### src/design/pprm_pkg.sv
// ----------------------------------------------------------------------------
// pprm_pkg
// Shared widths, reset values and codes for the pulse period rpm meter.
// ----------------------------------------------------------------------------
package pprm_pkg;

   localparam int TIME_W    = 32;
   localparam int CFG_W     = 32;
   localparam int CSR_IDX_W = 2;
   localparam int STEP_W    = $clog2(TIME_W);

   localparam logic [CFG_W-1:0]  DEBOUNCE_RESET = CFG_W'(6315);
   localparam logic [CFG_W-1:0]  TIMEOUT_RESET  = CFG_W'(1000000);
   localparam logic [CFG_W-1:0]  TPM_RESET      = CFG_W'(60000000);
   localparam logic [TIME_W-1:0] RPM_SENTINEL   = TIME_W'(9999);

   localparam logic KIND_EDGE   = 1'b0;
   localparam logic KIND_SAMPLE = 1'b1;

   typedef enum logic [CSR_IDX_W-1:0] {
      CSR_DEBOUNCE = 2'd0,
      CSR_TIMEOUT  = 2'd1,
      CSR_TPM      = 2'd2
   } csr_index_type;

endpackage

### src/design/pprm_req_if.sv
// ----------------------------------------------------------------------------
// pprm_req_if
// Input channel: spark edge or sample request with its timestamp.
// ----------------------------------------------------------------------------
interface pprm_req_if;
   import pprm_pkg::*;

   logic              valid;
   logic              ready;
   logic              kind;
   logic [TIME_W-1:0] time_us;

   modport source (output valid, output kind, output time_us, input ready);
   modport sink   (input valid, input kind, input time_us, output ready);
endinterface

### src/design/pprm_rsp_if.sv
// ----------------------------------------------------------------------------
// pprm_rsp_if
// Result channel: rpm reading with running and changed flags.
// ----------------------------------------------------------------------------
interface pprm_rsp_if;
   import pprm_pkg::*;

   logic              valid;
   logic              ready;
   logic [TIME_W-1:0] rpm;
   logic              running;
   logic              changed;

   modport source (output valid, output rpm, output running, output changed,
                   input ready);
   modport sink   (input valid, input rpm, input running, input changed,
                   output ready);
endinterface

### src/design/pulse_period_rpm_meter.sv
// ----------------------------------------------------------------------------
// pulse_period_rpm_meter
// Period-based tachometer: debounced spark edges set the period, sample
// requests return ticks_per_minute / period through a radix-2 divider.
// ----------------------------------------------------------------------------
// A spark edge is accepted in the idle state and gives no result. A sample
// request that finds the engine running first accepts and checks the timeout,
// then runs the restoring divider (one quotient bit per cycle), and then
// loads the output register once that register is free. A stopped engine skips
// the divider and goes straight to the output load. The input is not ready while
// a sample is in progress; the output register lets the next item be accepted
// while a result waits for its transfer. Configuration writes take effect at
// once and should be made while no sample is in progress.
module pulse_period_rpm_meter (
   input  logic                            clock,
   input  logic                            reset,
   pprm_req_if.sink                        req,
   pprm_rsp_if.source                      rsp,
   input  logic                            csr_we,
   input  logic [pprm_pkg::CSR_IDX_W-1:0]  csr_index,
   input  logic [pprm_pkg::CFG_W-1:0]      csr_wdata
);
   import pprm_pkg::*;

   typedef enum logic [1:0] {
      ST_IDLE,
      ST_DIVIDE,
      ST_FINISH
   } state_type;

   state_type           state_ff, state_in;
   logic [CFG_W-1:0]    debounce_ff, debounce_in;
   logic [CFG_W-1:0]    timeout_ff, timeout_in;
   logic [CFG_W-1:0]    tpm_ff, tpm_in;
   logic [TIME_W-1:0]   last_edge_ff, last_edge_in;
   logic [TIME_W-1:0]   period_ff, period_in;
   logic                running_ff, running_in;
   logic [TIME_W-1:0]   last_rpm_ff, last_rpm_in;
   logic [TIME_W:0]     rem_ff, rem_in;
   logic [TIME_W-1:0]   quot_ff, quot_in;
   logic [STEP_W-1:0]   step_ff, step_in;
   logic                rsp_valid_ff, rsp_valid_in;
   logic [TIME_W-1:0]   rsp_rpm_ff, rsp_rpm_in;
   logic                rsp_running_ff, rsp_running_in;
   logic                rsp_changed_ff, rsp_changed_in;

   logic                req_xfer;
   logic [TIME_W-1:0]   elapsed;
   logic [TIME_W:0]     rem_shift;
   logic                rem_ge;
   logic                out_free;

   assign req.ready   = (state_ff == ST_IDLE);
   assign req_xfer    = req.valid && req.ready;
   assign elapsed     = req.time_us - last_edge_ff;
   assign out_free    = !rsp_valid_ff || rsp.ready;

   // restoring divide step: bring down the next dividend bit
   assign rem_shift   = {rem_ff[TIME_W-1:0], quot_ff[TIME_W-1]};
   assign rem_ge      = (rem_shift >= {1'b0, period_ff});

   assign rsp.valid   = rsp_valid_ff;
   assign rsp.rpm     = rsp_rpm_ff;
   assign rsp.running = rsp_running_ff;
   assign rsp.changed = rsp_changed_ff;

   always_comb begin
      state_in       = state_ff;
      debounce_in    = debounce_ff;
      timeout_in     = timeout_ff;
      tpm_in         = tpm_ff;
      last_edge_in   = last_edge_ff;
      period_in      = period_ff;
      running_in     = running_ff;
      last_rpm_in    = last_rpm_ff;
      rem_in         = rem_ff;
      quot_in        = quot_ff;
      step_in        = step_ff;
      rsp_valid_in   = rsp_valid_ff && !rsp.ready;
      rsp_rpm_in     = rsp_rpm_ff;
      rsp_running_in = rsp_running_ff;
      rsp_changed_in = rsp_changed_ff;

      if (csr_we) begin
         unique case (csr_index)
            CSR_DEBOUNCE: debounce_in = csr_wdata;
            CSR_TIMEOUT:  timeout_in  = csr_wdata;
            CSR_TPM:      tpm_in      = csr_wdata;
            default:      ;
         endcase
      end

      unique case (state_ff)
         ST_IDLE: begin
            if (req_xfer) begin
               if (req.kind == KIND_EDGE) begin
                  if (elapsed > debounce_ff) begin
                     period_in    = elapsed;
                     last_edge_in = req.time_us;
                  end
               end else if (elapsed > timeout_ff || period_ff == '0) begin
                  running_in = 1'b0;
                  period_in  = '0;
                  quot_in    = '0;
                  state_in   = ST_FINISH;
               end else begin
                  running_in = 1'b1;
                  rem_in     = '0;
                  quot_in    = tpm_ff;
                  step_in    = '0;
                  state_in   = ST_DIVIDE;
               end
            end
         end
         ST_DIVIDE: begin
            rem_in  = rem_ge ? (rem_shift - {1'b0, period_ff}) : rem_shift;
            quot_in = {quot_ff[TIME_W-2:0], rem_ge};
            step_in = step_ff + STEP_W'(1);
            if (step_ff == STEP_W'(TIME_W - 1)) begin
               state_in = ST_FINISH;
            end
         end
         ST_FINISH: begin
            if (out_free) begin
               rsp_valid_in   = 1'b1;
               rsp_rpm_in     = quot_ff;
               rsp_running_in = running_ff;
               rsp_changed_in = (quot_ff != last_rpm_ff);
               last_rpm_in    = quot_ff;
               state_in       = ST_IDLE;
            end
         end
         default: state_in = ST_IDLE;
      endcase
   end

   always_ff @(posedge clock) begin
      if (reset) begin
         state_ff     <= ST_IDLE;
         debounce_ff  <= DEBOUNCE_RESET;
         timeout_ff   <= TIMEOUT_RESET;
         tpm_ff       <= TPM_RESET;
         last_edge_ff <= '0;
         period_ff    <= '0;
         running_ff   <= 1'b0;
         last_rpm_ff  <= RPM_SENTINEL;
         step_ff      <= '0;
         rsp_valid_ff <= 1'b0;
      end else begin
         state_ff     <= state_in;
         debounce_ff  <= debounce_in;
         timeout_ff   <= timeout_in;
         tpm_ff       <= tpm_in;
         last_edge_ff <= last_edge_in;
         period_ff    <= period_in;
         running_ff   <= running_in;
         last_rpm_ff  <= last_rpm_in;
         step_ff      <= step_in;
         rsp_valid_ff <= rsp_valid_in;
      end
      rem_ff         <= rem_in;
      quot_ff        <= quot_in;
      rsp_rpm_ff     <= rsp_rpm_in;
      rsp_running_ff <= rsp_running_in;
      rsp_changed_ff <= rsp_changed_in;
   end

   // divider never runs on a zero period
   a_div_nonzero: assert property (@(posedge clock) disable iff (reset)
      state_ff == ST_DIVIDE |-> period_ff != '0)
      else $error("divide started with zero period");

   // restoring invariant: partial remainder stays below the divisor
   a_rem_bound: assert property (@(posedge clock) disable iff (reset)
      state_ff == ST_DIVIDE |-> rem_ff < {1'b0, period_ff})
      else $error("partial remainder out of range");

   // last divide step hands over to the output load
   a_div_end: assert property (@(posedge clock) disable iff (reset)
      state_ff == ST_DIVIDE && step_ff == STEP_W'(TIME_W - 1) |=> state_ff == ST_FINISH)
      else $error("divider overran its step count");

   // a stopped reading always reports zero rpm
   a_stopped_zero: assert property (@(posedge clock) disable iff (reset)
      rsp_valid_ff && !rsp_running_ff |-> rsp_rpm_ff == '0)
      else $error("stopped result with nonzero rpm");

   // no input transfer while a sample is in progress
   a_busy_hold: assert property (@(posedge clock) disable iff (reset)
      state_ff == ST_IDLE && req_xfer && req.kind == KIND_SAMPLE |=> !req.ready)
      else $error("input ready during a sample");

endmodule

### src/flat_wrapper.sv
// flat-port wrapper written by rule: the top's interface ports become plain ports
module pulse_period_rpm_meter_flat import pprm_pkg::*;
  (clock, reset, csr_we, csr_index, csr_wdata, req_valid, req_kind, req_time_us, req_ready, rsp_valid, rsp_rpm, rsp_running, rsp_changed, rsp_ready);
  pprm_req_if req_i ();
  pprm_rsp_if rsp_i ();
  input  logic clock;
  input  logic reset;
  input  logic csr_we;
  input  logic [pprm_pkg::CSR_IDX_W-1:0] csr_index;
  input  logic [pprm_pkg::CFG_W-1:0] csr_wdata;
  input wire logic [$bits(req_i.valid)-1:0] req_valid;
  input wire logic [$bits(req_i.kind)-1:0] req_kind;
  input wire logic [$bits(req_i.time_us)-1:0] req_time_us;
  output wire logic [$bits(req_i.ready)-1:0] req_ready;
  output wire logic [$bits(rsp_i.valid)-1:0] rsp_valid;
  output wire logic [$bits(rsp_i.rpm)-1:0] rsp_rpm;
  output wire logic [$bits(rsp_i.running)-1:0] rsp_running;
  output wire logic [$bits(rsp_i.changed)-1:0] rsp_changed;
  input wire logic [$bits(rsp_i.ready)-1:0] rsp_ready;
  assign req_i.valid = req_valid;
  assign req_i.kind = req_kind;
  assign req_i.time_us = req_time_us;
  assign req_ready = req_i.ready;
  assign rsp_valid = rsp_i.valid;
  assign rsp_rpm = rsp_i.rpm;
  assign rsp_running = rsp_i.running;
  assign rsp_changed = rsp_i.changed;
  assign rsp_i.ready = rsp_ready;
  pulse_period_rpm_meter u_core (.clock(clock), .reset(reset), .req(req_i), .rsp(rsp_i), .csr_we(csr_we), .csr_index(csr_index), .csr_wdata(csr_wdata));
endmodule
### config.mk
export PLATFORM = sky130hd
export DESIGN_NAME = pulse_period_rpm_meter_flat
export DESIGN_NICKNAME = d
export VERILOG_FILES = /design/src/design/pprm_pkg.sv /design/src/design/pprm_req_if.sv /design/src/design/pprm_rsp_if.sv /design/src/design/pulse_period_rpm_meter.sv /design/src/flat_wrapper.sv
export SDC_FILE = /design/constraint.sdc
export NUM_CORES = 1
export LEC_CHECK = 0
export ABC_AREA = 0
export ABC_CLOCK_PERIOD_IN_PS = 15200
export CORE_MARGIN = 2
export CORE_UTILIZATION = 51
export DETAILED_ROUTE_END_ITERATION = 10
export DONT_BUFFER_PORTS = 1
export PLACE_DENSITY = 0.66
export SETUP_SLACK_MARGIN = 0.02
export SLEW_MARGIN = 20
export SYNTH_ARGS = -nofsm -noshare
export SYNTH_HDL_FRONTEND = slang
export SYNTH_SLANG_ARGS = --single-unit
### constraint.sdc
create_clock -name clock -period 15.2 [get_ports clock]
set_input_delay 0 -clock clock [delete_from_list [all_inputs] [get_ports clock]]
set_output_delay 0 -clock clock [all_outputs]
set_load 0.1 [all_outputs]
Yosys cells after proc, flatten, opt, wreduce, memory -nomap -nowiden. Index checks and enable logic that the tools add are counted.

$add $sub $neg: 3. $lt $le $gt $ge: 3. Equal/unequal tests: 12. Mux-type cells: 25. Bitwise gates (word level): 1. Reductions and logical operators: 21.

Operators by type and width (number): two-way mux 32 bit (10); case mux 32 bit (2 select lines) (2); greater-than comparator 32 bit (2); subtractor 32 bit (2); >= comparator 33 x 32 -> 1 bit (1); logical NOT 32 bit (1); != test 32 bit (1); AND reduction 4 bit (4); two-way mux 5 bit (3); two-way mux 2 bit (5); case mux 5 bit (2 select lines) (1); AND reduction 2 bit (4); != test 2 x 1 -> 1 bit (second input constant) (3); != test 2 bit (second input constant) (3); case mux 2 bit (3 select lines) (1); AND reduction 3 bit (2); adder 5 x 1 -> 5 bit (second input constant) (1); equality test 5 bit (second input constant) (1); equality test 2 x 1 -> 1 bit (second input constant) (2); equality test 2 bit (second input constant) (2); logical NOT 2 bit (2); nonzero test 2 bit (2); two-way mux 1 bit (3); logical AND 1 bit (2); 3 further kinds (5).

Bits in registers: 299. Input bits: 72. Output and inout bits: 36. Logic and storage cells: 80.

Logic depth before layout (Yosys ltp).
Depth in word-level cells: 7. Mapped depth: 26. Depth with buffers taken out: 23.

Worst setup path before layout. OpenSTA, ideal clock, no wires.

Path type: reg2reg. Start point: reg u_core.last_edge_ff[16]. End point: reg u_core.step_ff[0]. Arrival time: 5.199 ns. Setup slack: 9.801 ns. Cell stages (with the launch flop): 23. Clock period less this slack: 5.399 ns. Cell sequence: dfxtp_1 > inv_1 > ha_1 > clkbuf_1 > and3_1 > a2111o_1 > o2111ai_1 > a31oi_1 > o211ai_1 > nand2_1 > o211a_1 > or3_1 > and2_1 > ha_1 > nand4_1 > nor3_1 > a21oi_1 > o211ai_1 > a211o_1 > nand2_1 > a31oi_1 > nor2_1 > o21ai_0.

Word-level cells in the longest chain between the ends: 5.

Ends and longest elaborated chain: start: declaration (line pulse_period_rpm_meter.sv:35) `logic [TIME_W-1:0] last_edge_ff, last_edge_in;`; start signal: assignment (line pulse_period_rpm_meter.sv:154) `last_edge_ff <= last_edge_in;`; subtractor 32 bit (line pulse_period_rpm_meter.sv:55) `assign elapsed = req.time_us - last_edge_ff;`; greater-than comparator 32 bit (line pulse_period_rpm_meter.sv:101) `end else if (elapsed > timeout_ff || period_ff == '0) begin`; logical OR 1 bit (line pulse_period_rpm_meter.sv:101); != test 2 bit (no source line); AND reduction 4 bit (no source line); end signal: assignment (line pulse_period_rpm_meter.sv:158) `step_ff <= step_in;`; end: declaration (line pulse_period_rpm_meter.sv:41) `logic [STEP_W-1:0] step_ff, step_in;`.

No other way between the ends. A chain may end at the register's enable or synchronous reset.

Worst setup path after layout.
Start point: reg u_core.last_edge_ff[7]. End point: reg u_core.period_ff[27].

Word-level cells in the longest chain between the ends: 5.

Ends and longest elaborated chain: subtractor 32 bit (*) (line pulse_period_rpm_meter.sv:55); greater-than comparator 32 bit (line pulse_period_rpm_meter.sv:101); logical OR 1 bit (line pulse_period_rpm_meter.sv:101); != test 2 x 1 -> 1 bit (no source line); AND reduction 4 bit (no source line); end signal: assignment (line pulse_period_rpm_meter.sv:155) `period_ff <= period_in;`; end: declaration (line pulse_period_rpm_meter.sv:36) `logic [TIME_W-1:0] period_ff, period_in;`.

Mark *: on every way between the ends. The rest lies on a longest branch, timed or not. The select of a mux whose other input is x is not followed.

==> flow_metrics.env <==
export IMPL_synth_top_family_by_area="simple AND/OR/NAND/NOR gates"
export IMPL_synthTopCellsByArea="dfxtp_1 (25%), edfxtp_1 (18%), ha_1 (9.9%)"
export IMPL_synthMuxAreaShare=0.03365
export IMPL_final_util=0.5879
export IMPL_outcome="complete, no violations"
export IMPL_multi_input_area_um2=8493
export IMPL_numCtsBuffers=34
export IMPL_rows=65
export IMPL_seq_area_um2=6967
export IMPL_crit_required_ps=15610
export IMPL_synth_most_common_cell="nand2_1"
export IMPL_drtIter0Drc=1060
export IMPL_core_area_um2=31560
export IMPL_min_period_ps=5968
export IMPL_yosysTopAreaCellShare=0.2460
export IMPL_cts_tree="built"
export IMPL_relSlewSlack=0.3012
export IMPL_hold_viol_final=0
export IMPL_insertion_delay_ps=530
export IMPL_start_util=0.5184
export IMPL_synth_edff_count=98
export IMPL_cts_setup_buffers=0
export IMPL_antenna_found_initial=2
export IMPL_syn_to_final_growth_pct=13.41
export IMPL_rsz0062_at_grt="no"
export IMPL_synth_nets=2113
export IMPL_cp_max_fo=56
export IMPL_fp_dieH_um=183.1
export IMPL_vias=13543
export IMPL_cts_max_level=2
export IMPL_die_x_um=183.1
export IMPL_tns_ps=0
export IMPL_routed_wl_um=43460
export IMPL_drive_gt1_frac=0.04548
export IMPL_p_per_area_nw_per_um2=142.3
export IMPL_firstDrtPassIters=5
export IMPL_fin_ws_ps=9232
export IMPL_synthSimpleGateAreaFrac=0.1846
export IMPL_fin_crit_sh=0.3926
export IMPL_root_buffer="clkbuf_16"
export IMPL_critPathKind="reg -> reg"
export IMPL_ys_seq_area_frac=0.4259
export IMPL_syn_avg_cell_area_um2=8.564
export IMPL_via_per_inst=5.678
export IMPL_track_usage=0.2593
export IMPL_antenna_left=0
export IMPL_num_fill_cells=2834
export IMPL_drc=0
export IMPL_synth_adder_area_share=0.1011
export IMPL_end_kind="flop"
export IMPL_synth_cell_type_count=66
export IMPL_skew_ps=29.95
export IMPL_ir_worst_vdd_uv=132.9
export IMPL_wl_per_cell_um=18.22
export IMPL_syn_area_um2=16360
export IMPL_startpoint_type="flop"
export IMPL_gp_congestion=0.9251
export IMPL_p_leak_nw=7.105
export IMPL_yosys_most_used_dff="dfxtp_1"
export IMPL_clock_tree_buffer_depth=3
export IMPL_synth_common_cells="nand2_1 (394), a21oi_1 (202), dfxtp_1 (201)"
export IMPL_setup_viol=0
export IMPL_place_ws_ps=9271
export IMPL_portBuffers=0
export IMPL_hpwl_um=30260
export IMPL_grt_pass1_wl_um=69080
export IMPL_worst_slew_pin_slew_ps=1045
export IMPL_maxCapViolCount=0
export IMPL_ys_seq_elements=299
export IMPL_grt_pass1_vias=12888
export IMPL_min_path_type="in -> reg"
export IMPL_grt_overflow_total=0
export IMPL_synth_compound_area_share=0.1540
export IMPL_holdBufCountCts=81
export IMPL_cts_clk_slew_worst_paths_ps=60
export IMPL_cts_resized=0
export IMPL_dieArea_um2=33520
export IMPL_max_freq_ghz=0.1676
export IMPL_nets=2159
export IMPL_synth_top_cell_by_area="dfxtp_1"
export IMPL_synthArstFlopShare=0
export IMPL_slew_violations=0
export IMPL_yosysWarnings=0
export IMPL_synthCells=1910
export IMPL_clock_sinks=299
export IMPL_grt_max_degree=165
export IMPL_ioPinCount=108
export IMPL_arrival_ps=6380
export IMPL_synth_xor_xnor_area_share=0.04444
## metal layers
metal	part of all wire	track usage	vias to the layer above
met4	0.029	0.08576	0
met2	0.45	0.4124	408
met1	0.46	0.3643	6351
met3	0.059	0.03654	73
li1	-	-	6711
met5	0	0	-
## kinds of logic (layout without fill, tap and decap cells)
family / Yosys count / count (layout)
AND/OR/NAND/NOR: 685 / 685
other: 0 / 4
flip-flops: 299 / 299
adder cells (fa/ha/maj): 131 / 131
multiplexers: 55 / 55
XOR/XNOR: 83 / 83
AO/OA/AOI/OAI: 423 / 423
buffers and inverters: 234 / 303
## final cells by class
| type | count | share of cell area |
|---|---|---|
| antenna | 4 | 0.0005396 |
| multi-input combinational | 1377 | 0.4578 |
| tap | 402 | 0.02711 |
| sequential | 299 | 0.3755 |
| clock inverter | 12 | 0.007082 |
| clock buffer | 47 | 0.05065 |
| inverter | 147 | 0.02974 |
| timing repair buffer | 97 | 0.05153 |
## critical path, stage by stage, from the launching register on
cell and delay [ps]:
dfxtp_1 340, inv_1 50, ha_1 330, a21oi_1 230
o21ai_0 170, a31oi_1 330, a31oi_1 180, o211ai_1 270
nand2_1 90, o211a_1 240, or3_1 320, and2_1 220
ha_1 310, nand4_1 140, nor4_1 380, nand4_1 190
a31oi_1 220, a2111oi_0 90, or3_2 410, buf_4 360
o21a_1 200, buf_4 230, and2_0 290, a22o_1 270
## registers in the layout, summed over array words and instances, names as in the netlist
signal,flops
u_core.debounce_ff,32
u_core.last_edge_ff,32
u_core.last_rpm_ff,32
u_core.period_ff,32
u_core.quot_ff,32
u_core.rem_ff,32
u_core.rsp.changed,1
u_core.rsp.rpm,32
u_core.rsp.running,1
u_core.rsp.valid,1
u_core.running_ff,1
u_core.state_ff,2
u_core.step_ff,5
u_core.timeout_ff,32
u_core.tpm_ff,32
## power by group
part           internal [mW]  total [mW]  switching [mW]
Sequential             0.929        1.05           0.124
Combinational          0.314       0.798           0.484
Clock                  0.454       0.790           0.336
Total                   1.70        2.64           0.944
## metrics by stage
| stage | std cells | instance area (um^2) | power [mW] | hold slack [ps] |
|---|---|---|---|---|
| floorplan | 1910 | 16360 | 1.639 | 124.0 |
| global placement | 2239 | 16620 | 1.809 | 83.58 |
| detailed placement | 2240 | 16630 | 1.827 | 87.06 |
| CTS | 2380 | 18530 | 2.650 | 4.775 |
| global route | 2383 | 18550 | 2.786 | 66.41 |
| finish | 2385 | 18550 | 2.640 | 27.91 |
## placed cells by master, fill, tap and decap left out, types with 34 or more instances in the layout
| cell | n |
|---|---|
| inv_1 | 145 |
| a21oi_1 | 202 |
| xnor2_1 | 63 |
| mux2i_1 | 55 |
| nand2_1 | 394 |
| o21ai_0 | 83 |
| nor2_1 | 115 |
| dlygate4sd3_1 | 80 |
| ha_1 | 129 |
| edfxtp_1 | 98 |
| clkbuf_16 | 34 |
| dfxtp_1 | 201 |
## path summary, 6_finish.rpt
check | depth (start not counted) | from | endpoint | slack [ps]
setup / recovery | 23 | u_core.last_edge_ff[7] | u_core.period_ff[27] | 9230
hold reg to reg | 2 | u_core.tpm_ff[13] | u_core.tpm_ff[13] | 460
hold / removal | 3 | req_time_us[25] | u_core.period_ff[25] | 30
setup reg to reg | 23 | u_core.last_edge_ff[7] | u_core.period_ff[27] | 9230
(Power assumes the default switching activity.)
